[config.mk]
export PLATFORM = sky130hd
export DESIGN_NAME = fdrs_front
export DESIGN_NICKNAME = d
export VERILOG_FILES = /design/src/fdrs_pkg.sv /design/src/fdrs_front.sv
export SDC_FILE = /design/constraint.sdc
export NUM_CORES = 1
export LEC_CHECK = 0
export BUFFER_PORTS_ARGS = -buffer_cell sky130_fd_sc_hd__buf_2
export CAP_MARGIN = 10
export CORE_UTILIZATION = 47
export DETAILED_ROUTE_END_ITERATION = 8
export PLACE_DENSITY = 0.63
export REMOVE_ABC_BUFFERS = 1
export SLEW_MARGIN = 30
export SYNTH_ARGS = -nofsm -noshare
export SYNTH_HDL_FRONTEND = slang
export SYNTH_SLANG_ARGS = --single-unit
export TNS_END_PERCENT = 50
[constraint.sdc]
create_clock -name clk -period 4.59 [get_ports clk]
set_clock_uncertainty 0.15 [all_clocks]
set_input_delay 0.2295 -clock clk [delete_from_list [all_inputs] [get_ports clk]]
set_output_delay 0.2295 -clock clk [all_outputs]
set_load 0.02 [all_outputs]
[src/fdrs_pkg.sv]
package fdrs_pkg;

	localparam int QUEUE_DEPTH_DEF = 1024;
	localparam logic [15:0] DELAY_RESET = 16'd100;

	// Depth of the command queue between front and back, a power of two.
	localparam int CMD_DEPTH = 4;
	localparam int CMD_AW = $clog2(CMD_DEPTH);

	localparam logic [47:0] WAIT_SUM_MAX = 48'hFFFF_FFFF_FFFF;
	localparam logic [31:0] COUNT_MAX = 32'hFFFF_FFFF;

	typedef enum logic {
		CMD_ARRIVE   = 1'b0,
		CMD_COMPLETE = 1'b1
	} cmd_kind_t;

	typedef struct packed {
		cmd_kind_t   kind;
		logic [31:0] now;
		logic [15:0] track;
		logic [15:0] blocks;
	} cmd_t;

	typedef struct packed {
		logic        dispatched;
		logic [31:0] start_time;
		logic [15:0] track_out;
		logic [15:0] blocks_out;
		logic [9:0]  queue_size;
		logic [9:0]  peak_queue_size;
		logic [47:0] total_wait;
		logic [31:0] peak_wait;
		logic [31:0] request_count;
		logic        queue_full;
	} res_t;

	typedef enum logic [2:0] {
		ST_IDLE,
		ST_EXEC,
		ST_LAUNCH,
		ST_FETCH,
		ST_ACCUM,
		ST_RESULT
	} state_t;

endpackage

[src/fdrs_front.sv]
module fdrs_front (
	input  logic          clk,
	input  logic          arst_n,
	input  logic          s_tvalid,
	output logic          s_tready,
	input  logic [63:0]   s_tdata,
	input  logic          s_tuser,
	output logic          cmd_valid,
	output fdrs_pkg::cmd_t cmd,
	input  logic          cmd_pop
);

	fdrs_pkg::cmd_t             q_q [fdrs_pkg::CMD_DEPTH];
	logic [fdrs_pkg::CMD_AW-1:0] wr_ptr_q;
	logic [fdrs_pkg::CMD_AW-1:0] rd_ptr_q;
	logic [fdrs_pkg::CMD_AW:0]   cnt_q;
	fdrs_pkg::cmd_t             in_cmd;
	logic                       push;
	logic                       pop;

	always_comb begin
		in_cmd.kind   = s_tuser ? fdrs_pkg::CMD_COMPLETE : fdrs_pkg::CMD_ARRIVE;
		in_cmd.now    = s_tdata[31:0];
		in_cmd.track  = s_tdata[47:32];
		in_cmd.blocks = s_tdata[63:48];
	end

	assign s_tready  = (cnt_q != (fdrs_pkg::CMD_AW+1)'(fdrs_pkg::CMD_DEPTH));
	assign cmd_valid = (cnt_q != '0);
	assign cmd       = q_q[rd_ptr_q];
	assign push      = s_tvalid && s_tready;
	assign pop       = cmd_pop && cmd_valid;

	always_ff @(posedge clk) begin
		if (push) begin
			q_q[wr_ptr_q] <= in_cmd;
		end
	end

	always_ff @(posedge clk or negedge arst_n) begin
		if (!arst_n) begin
			wr_ptr_q <= '0;
			rd_ptr_q <= '0;
			cnt_q    <= '0;
		end else begin
			if (push) begin
				wr_ptr_q <= wr_ptr_q + 1'b1;
			end
			if (pop) begin
				rd_ptr_q <= rd_ptr_q + 1'b1;
			end
			if (push && !pop) begin
				cnt_q <= cnt_q + 1'b1;
			end else if (pop && !push) begin
				cnt_q <= cnt_q - 1'b1;
			end
		end
	end

endmodule

# Word-level counts from Yosys, hierarchy flattened
# Memory sizes are Yosys's and may differ from the RTL's.
# Cells that the tools add are included.
[classes]
n_reduce_logical = 8
mux = 5
eq_ne = 1
addsub = 4
[op_table]
columns = ["cell", "n"]
rows = [
  ["$mux W3", 2],
  ["$add A2 B1 Y2 const B", 2],
  ["$logic_and A1 B1 Y1", 4],
  ["$add A3 B1 Y3 const B", 1],
  ["$mux W1", 3],
  ["$ne A3 B3 Y1 const B", 1],
  ["$reduce_bool A3 Y1", 1],
  ["$sub A3 B1 Y3 const B", 1],
  ["$logic_not A1 Y1", 2],
  ["$reduce_bool A2 Y1", 1],
]
[totals]
elab_cells = 22
out_inout_bits = 67
input_bits = 69
mem_count = 1
ramBits = 260
regBits = 7
[mem_list]
columns = ["memory", "words", "width", "rd", "rd_clocked_by_memory_dff", "wr", "line_no", "rtl"]
rows = [
  ["q_q", 4, 65, 1, 0, 1, "fdrs_front.sv:13", "fdrs_pkg::cmd_t q_q [fdrs_pkg::CMD_DEPTH];"],
]

# Logic depth before layout (Yosys ltp)
[depth]
word_depth = 6
depth_mapped = 8
depth_no_buf = 8

# Worst setup path after synthesis
# Ideal clock, no wire load.
[synth_timing]
path_type = "register to register"
from = "reg cnt_q[0] in the netlist's numbering"
to = "mem q_q[0][0] in the netlist's numbering (enable)"
n_path_buf = 0
period_less_slack_ns = 2.884
setup_time_ns = 0.430
stages_incl_launch_ff = 4
required_ns = 4.010
arrival_time_ns = 2.304
slack_ns = 1.706
cell_sequence = "dfrtp_1 > nor2_1 > a21boi_2 > and2_1"
[synth_between]
elab_chain_len = 4
[synth_lines]
columns = ["element", "line_no", "rtl"]
rows = [
  ["from (decl)", "fdrs_front.sv:16", "logic [fdrs_pkg::CMD_AW:0] cnt_q;"],
  ["from (signal assigned)", "fdrs_front.sv:53", "cnt_q <= cnt_q + 1'b1;"],
  ["from (signal assigned)", "fdrs_front.sv:55", "cnt_q <= cnt_q - 1'b1;"],
  ["$ne A3 B3 Y1", "fdrs_front.sv:28", "assign s_tready = (cnt_q != (fdrs_pkg::CMD_AW+1)'(fdrs_pkg::CMD_DEPTH));"],
  ["$logic_and A1 B1 Y1", "fdrs_front.sv:31", "assign push = s_tvalid && s_tready;"],
  ["named net push", "fdrs_front.sv:18", "logic push;"],
  ["$mux W1", "fdrs_front.sv:35", "if (push) begin"],
  ["$mux W1 (implied by the code)", "fdrs_front.sv:36", "q_q[wr_ptr_q] <= in_cmd;"],
  ["to (decl)", "fdrs_front.sv:13", ""],
]
# The timed path passes the listed nets, and every way through them passes these cells.

==> results.md <==
* Yosys top cell area share at around four fifths
* R2R Path End: cnt_q[2]$_DFFE_PN0P_
* GRT Total Usage at around 16%
* Die H at ~150 um
* Filler Cells Inserted at about 1400
* Final instance area at ~12000 um2
* Synthesized netlist cell count at around 380
* Post-Syn Area at around 9800 um2
* Internal Power at ~5.4 mW
* Die area at 21490 um2
* IO buf count at 135
* Hold endpoint: wr_ptr_q[0]$_DFFE_PN0P_
* Simple-gate share of the synthesized area at less than 1%
* Clock Tree Root: clkbuf_16
* Wirelength per Cell at ~19 um
* Yosys cell types at 20
* Dpl hpwl at about 9.9 mm
* Worst IR Drop VDD at roughly 0.35 mV
* First-pass GRT wire length at 27.02 mm
* Initial antenna violation count at 1
* Minimum clock period at 2.972 ns
* Cell chain of the critical path: buf_4 > mux4_2 > buf_2
* Htree depth at 1
* Cell type with the largest total area after synthesis: edfxtp_1
* Xor/xnor share of the synthesized area at less than 1%
* Post-cts sizing count at 0
* Final WL at 17.17 mm
* Commonest non-fill, non-tap cell in the layout: edfxtp_1
* Post-layout net count at approximately 670
* Overall Power at about 7.8 mW
* Hold crit path type: in2reg
* Slowest cell on the critical path: dfrtp_4
* Post-CTS Setup Repair Bufs at 0
* Maxcap violations at 0
* Critical Path End Type: output port
* Largest net degree at the start of global routing at 39
* Worst R2R Start: cnt_q[1]$_DFFE_PN0P_
* HP Start: s_tvalid
* Main combinational cell family by area after synthesis: multiplexers
* Fin crit share at 64.75%
* Power density over the cells at around 640 nW/um2
* Synth Area in Adders at less than 1%
* Slew @ Worst Pin at between 0.5 and 0.6 ns
* Worst EP required at 4.21 ns
* Status: complete, no violations
* Chip width at ~150 um
* Vias per std cell at around 5
* Final Core Density at about three fifths
* Max-slew violations at 0
* Share of layout cells above drive strength 1 at 40.55%
* Core Area at around 20000 um2
* TritonCTS clock tree: yes
* I/O Pins at 136
* First-pass DRT Iterations at 4
* Worst skew pair latency at approximately 0.5 ns
* Sequential power share at approximately 45%
* Worst slew margin at between 60% and 70%
* Sw Share at a little under a third
* R2r worst-path depth at 8
* CTS Buf Count at 27
* Post-synthesis sequential area ratio at 81.25%
* DRC Markers at 0
* Psw at around 2.4 mW
* Synth top area cells: edfxtp_1 (79%), mux4_2 (15%), dfrtp_1 (1.8%), buf_12 (0.82%), ha_1 (0.64%)
* R2R setup slack at 2.31 ns
* Clock sink total at roughly 270
* Fmax at 0.3365 GHz
* GRT met2 Usage at between 20 and 30%
* Synth warn at 0
* Vias in the first global route at roughly 5000
* Drt initial violations at 284
* CP peak stage delay at a little under 0.8 ns
* Avg Inst Size Synth at ~26 um2
* Area after DPL at roughly 11000 um2
* Logic pwr share at 30.4%
* Leakage power at between 4 and 5 nW
* Element type at the critical path start: flip-flop
* Grt peak-use layer: met2
* Setup TNS at 0 ns
* Via count at approximately 4600
* Crit Path Max Fanout at 28
* Gpl congestion at 0.6602
* RSZ-0062 raised after global routing: no
* Clock transition at the registers of the reported paths at roughly 0.06 ns
* ANT nets after route at 0
* Met1 GRT Util at between 20 and 25%
* Compound-Gate Fraction of Synth Area at 0.1146%
* Synth Register Bits at approximately 270
* Area grow syn2layout at 25.37%
* Clk pwr share at 25.1%
* Max Root-Sink Buffers at 3
* Post-place setup slack at slightly above 2 ns
* CP Class: reg2out
* Final worst slack at 1.618 ns
* Post-synthesis mux area share at around 15%
* Highest-count cells in the layout ignoring fill and taps: edfxtp_1 (260), buf_2 (135), dlygate4sd3_1 (68)
* Final setup vio count at 0
* Met3 Use GR at under 10%
* Initial core utilization at approximately half
* Arr. time, crit path at around 2.6 ns
* GRT overflow at 0
* Hold Path Depth at 3
* Rows at 52
* Final Hold Fails at 0
-- stage by stage --
stage / hold WS [ns] / cells
3_5_place_dp: -0.07373 / 772
2_1_floorplan: -0.2161 / 360
3_3_place_gp: -0.07864 / 767
6_report: 0.03317 / 890
4_1_cts: 0.008588 / 889
5_1_grt: 0.01852 / 890
-- synthesized netlist by cell type --
cell and number:
xor2_1 2, xnor2_1 4, inv_1 3, fa_1 1, nand2_1 2, nand3_1 1, buf_6 1, nor2_1 2
buf_4 3, and2_1 4, dfrtp_1 7, mux4_2 65, edfxtp_1 260, clkbuf_1 2, a21boi_2 1, or3_1 1
buf_2 5, mux2_2 2, buf_12 4, ha_1 5
-- routing by layer --
layer	share of wire (%)	vias to the layer above
li1	-	2053
met1	44	2349
met2	49	139
met3	5.0	30
met4	2.1	0
met5	0	-
-- timing repair --
action                                 CTS  global route
endpoints found under the hold margin  269             0
hold buffers                            68             0
setup endpoints to repair                0             0
-- flip-flops by register name, indices dropped and copies added, names as in the netlist --
name / flops
cnt_q: 3
q_q: 260
rd_ptr_q: 2
wr_ptr_q: 2
-- area by class of cell --
cell class | instances | area [um2] | share of cell area [%]
Clock buffer | 31 | 690.7 | 5.607
Antenna cell | 1 | 2.502 | 0.02032
Sequential cell | 267 | 7990 | 64.87
Inverter | 3 | 11.26 | 0.09143
Clock inverter | 18 | 111.4 | 0.9041
Multi-Input combinational cell | 90 | 1694 | 13.75
Timing Repair Buffer | 210 | 1479 | 12.01
Tap cell | 270 | 337.8 | 2.743
-- worst max-delay path by stage --
stage / start / to / cells past startpoint / slack, ns
3_3_place_gp: rd_ptr_q[0]$_DFFE_PN0P_ / cmd[53] / 3 / 2.08
6_report: rd_ptr_q[0]$_DFFE_PN0P_ / cmd[53] / 3 / 1.62
5_1_grt: rd_ptr_q[0]$_DFFE_PN0P_ / cmd[53] / 3 / 1.41
4_1_cts: rd_ptr_q[0]$_DFFE_PN0P_ / cmd[53] / 3 / 1.47
3_5_place_dp: rd_ptr_q[0]$_DFFE_PN0P_ / cmd[53] / 3 / 2.05
2_1_floorplan: rd_ptr_q[0]$_DFFE_PN0P_ / cmd[0] / 1 / 0.85
-- critical path, delay by kind of cell (launching register included) --
| family | cells | cell delay, ns |
|---|---|---|
| mux | 1 | 0.59 |
| flops | 1 | 0.79 |
| buf+inv | 2 | 0.69 |
-- cell families (layout without fill, tap and decap cells) --
kind of cell | after synthesis | after routing
DFF | 267 | 267
adders and majority gates | 6 | 6
xor gates and xnor gates | 6 | 6
AOI/OAI and AO/OA | 1 | 1
buffers and inverters | 18 | 262
muxes | 67 | 67
other | 0 | 1
and+or+nand+nor | 10 | 10
-- power groups by stage --
stage	clock network, mW	logic (mW)	registers (mW)
after floorplan	0	1.55	3.58
after detailed placement	0	2.40	3.55
after global placement	0	2.26	3.60
after CTS	2.02	2.45	3.51
final	1.97	2.39	3.48
after global routing	2.11	2.56	3.55
Power figures use the tool's default switching activity.
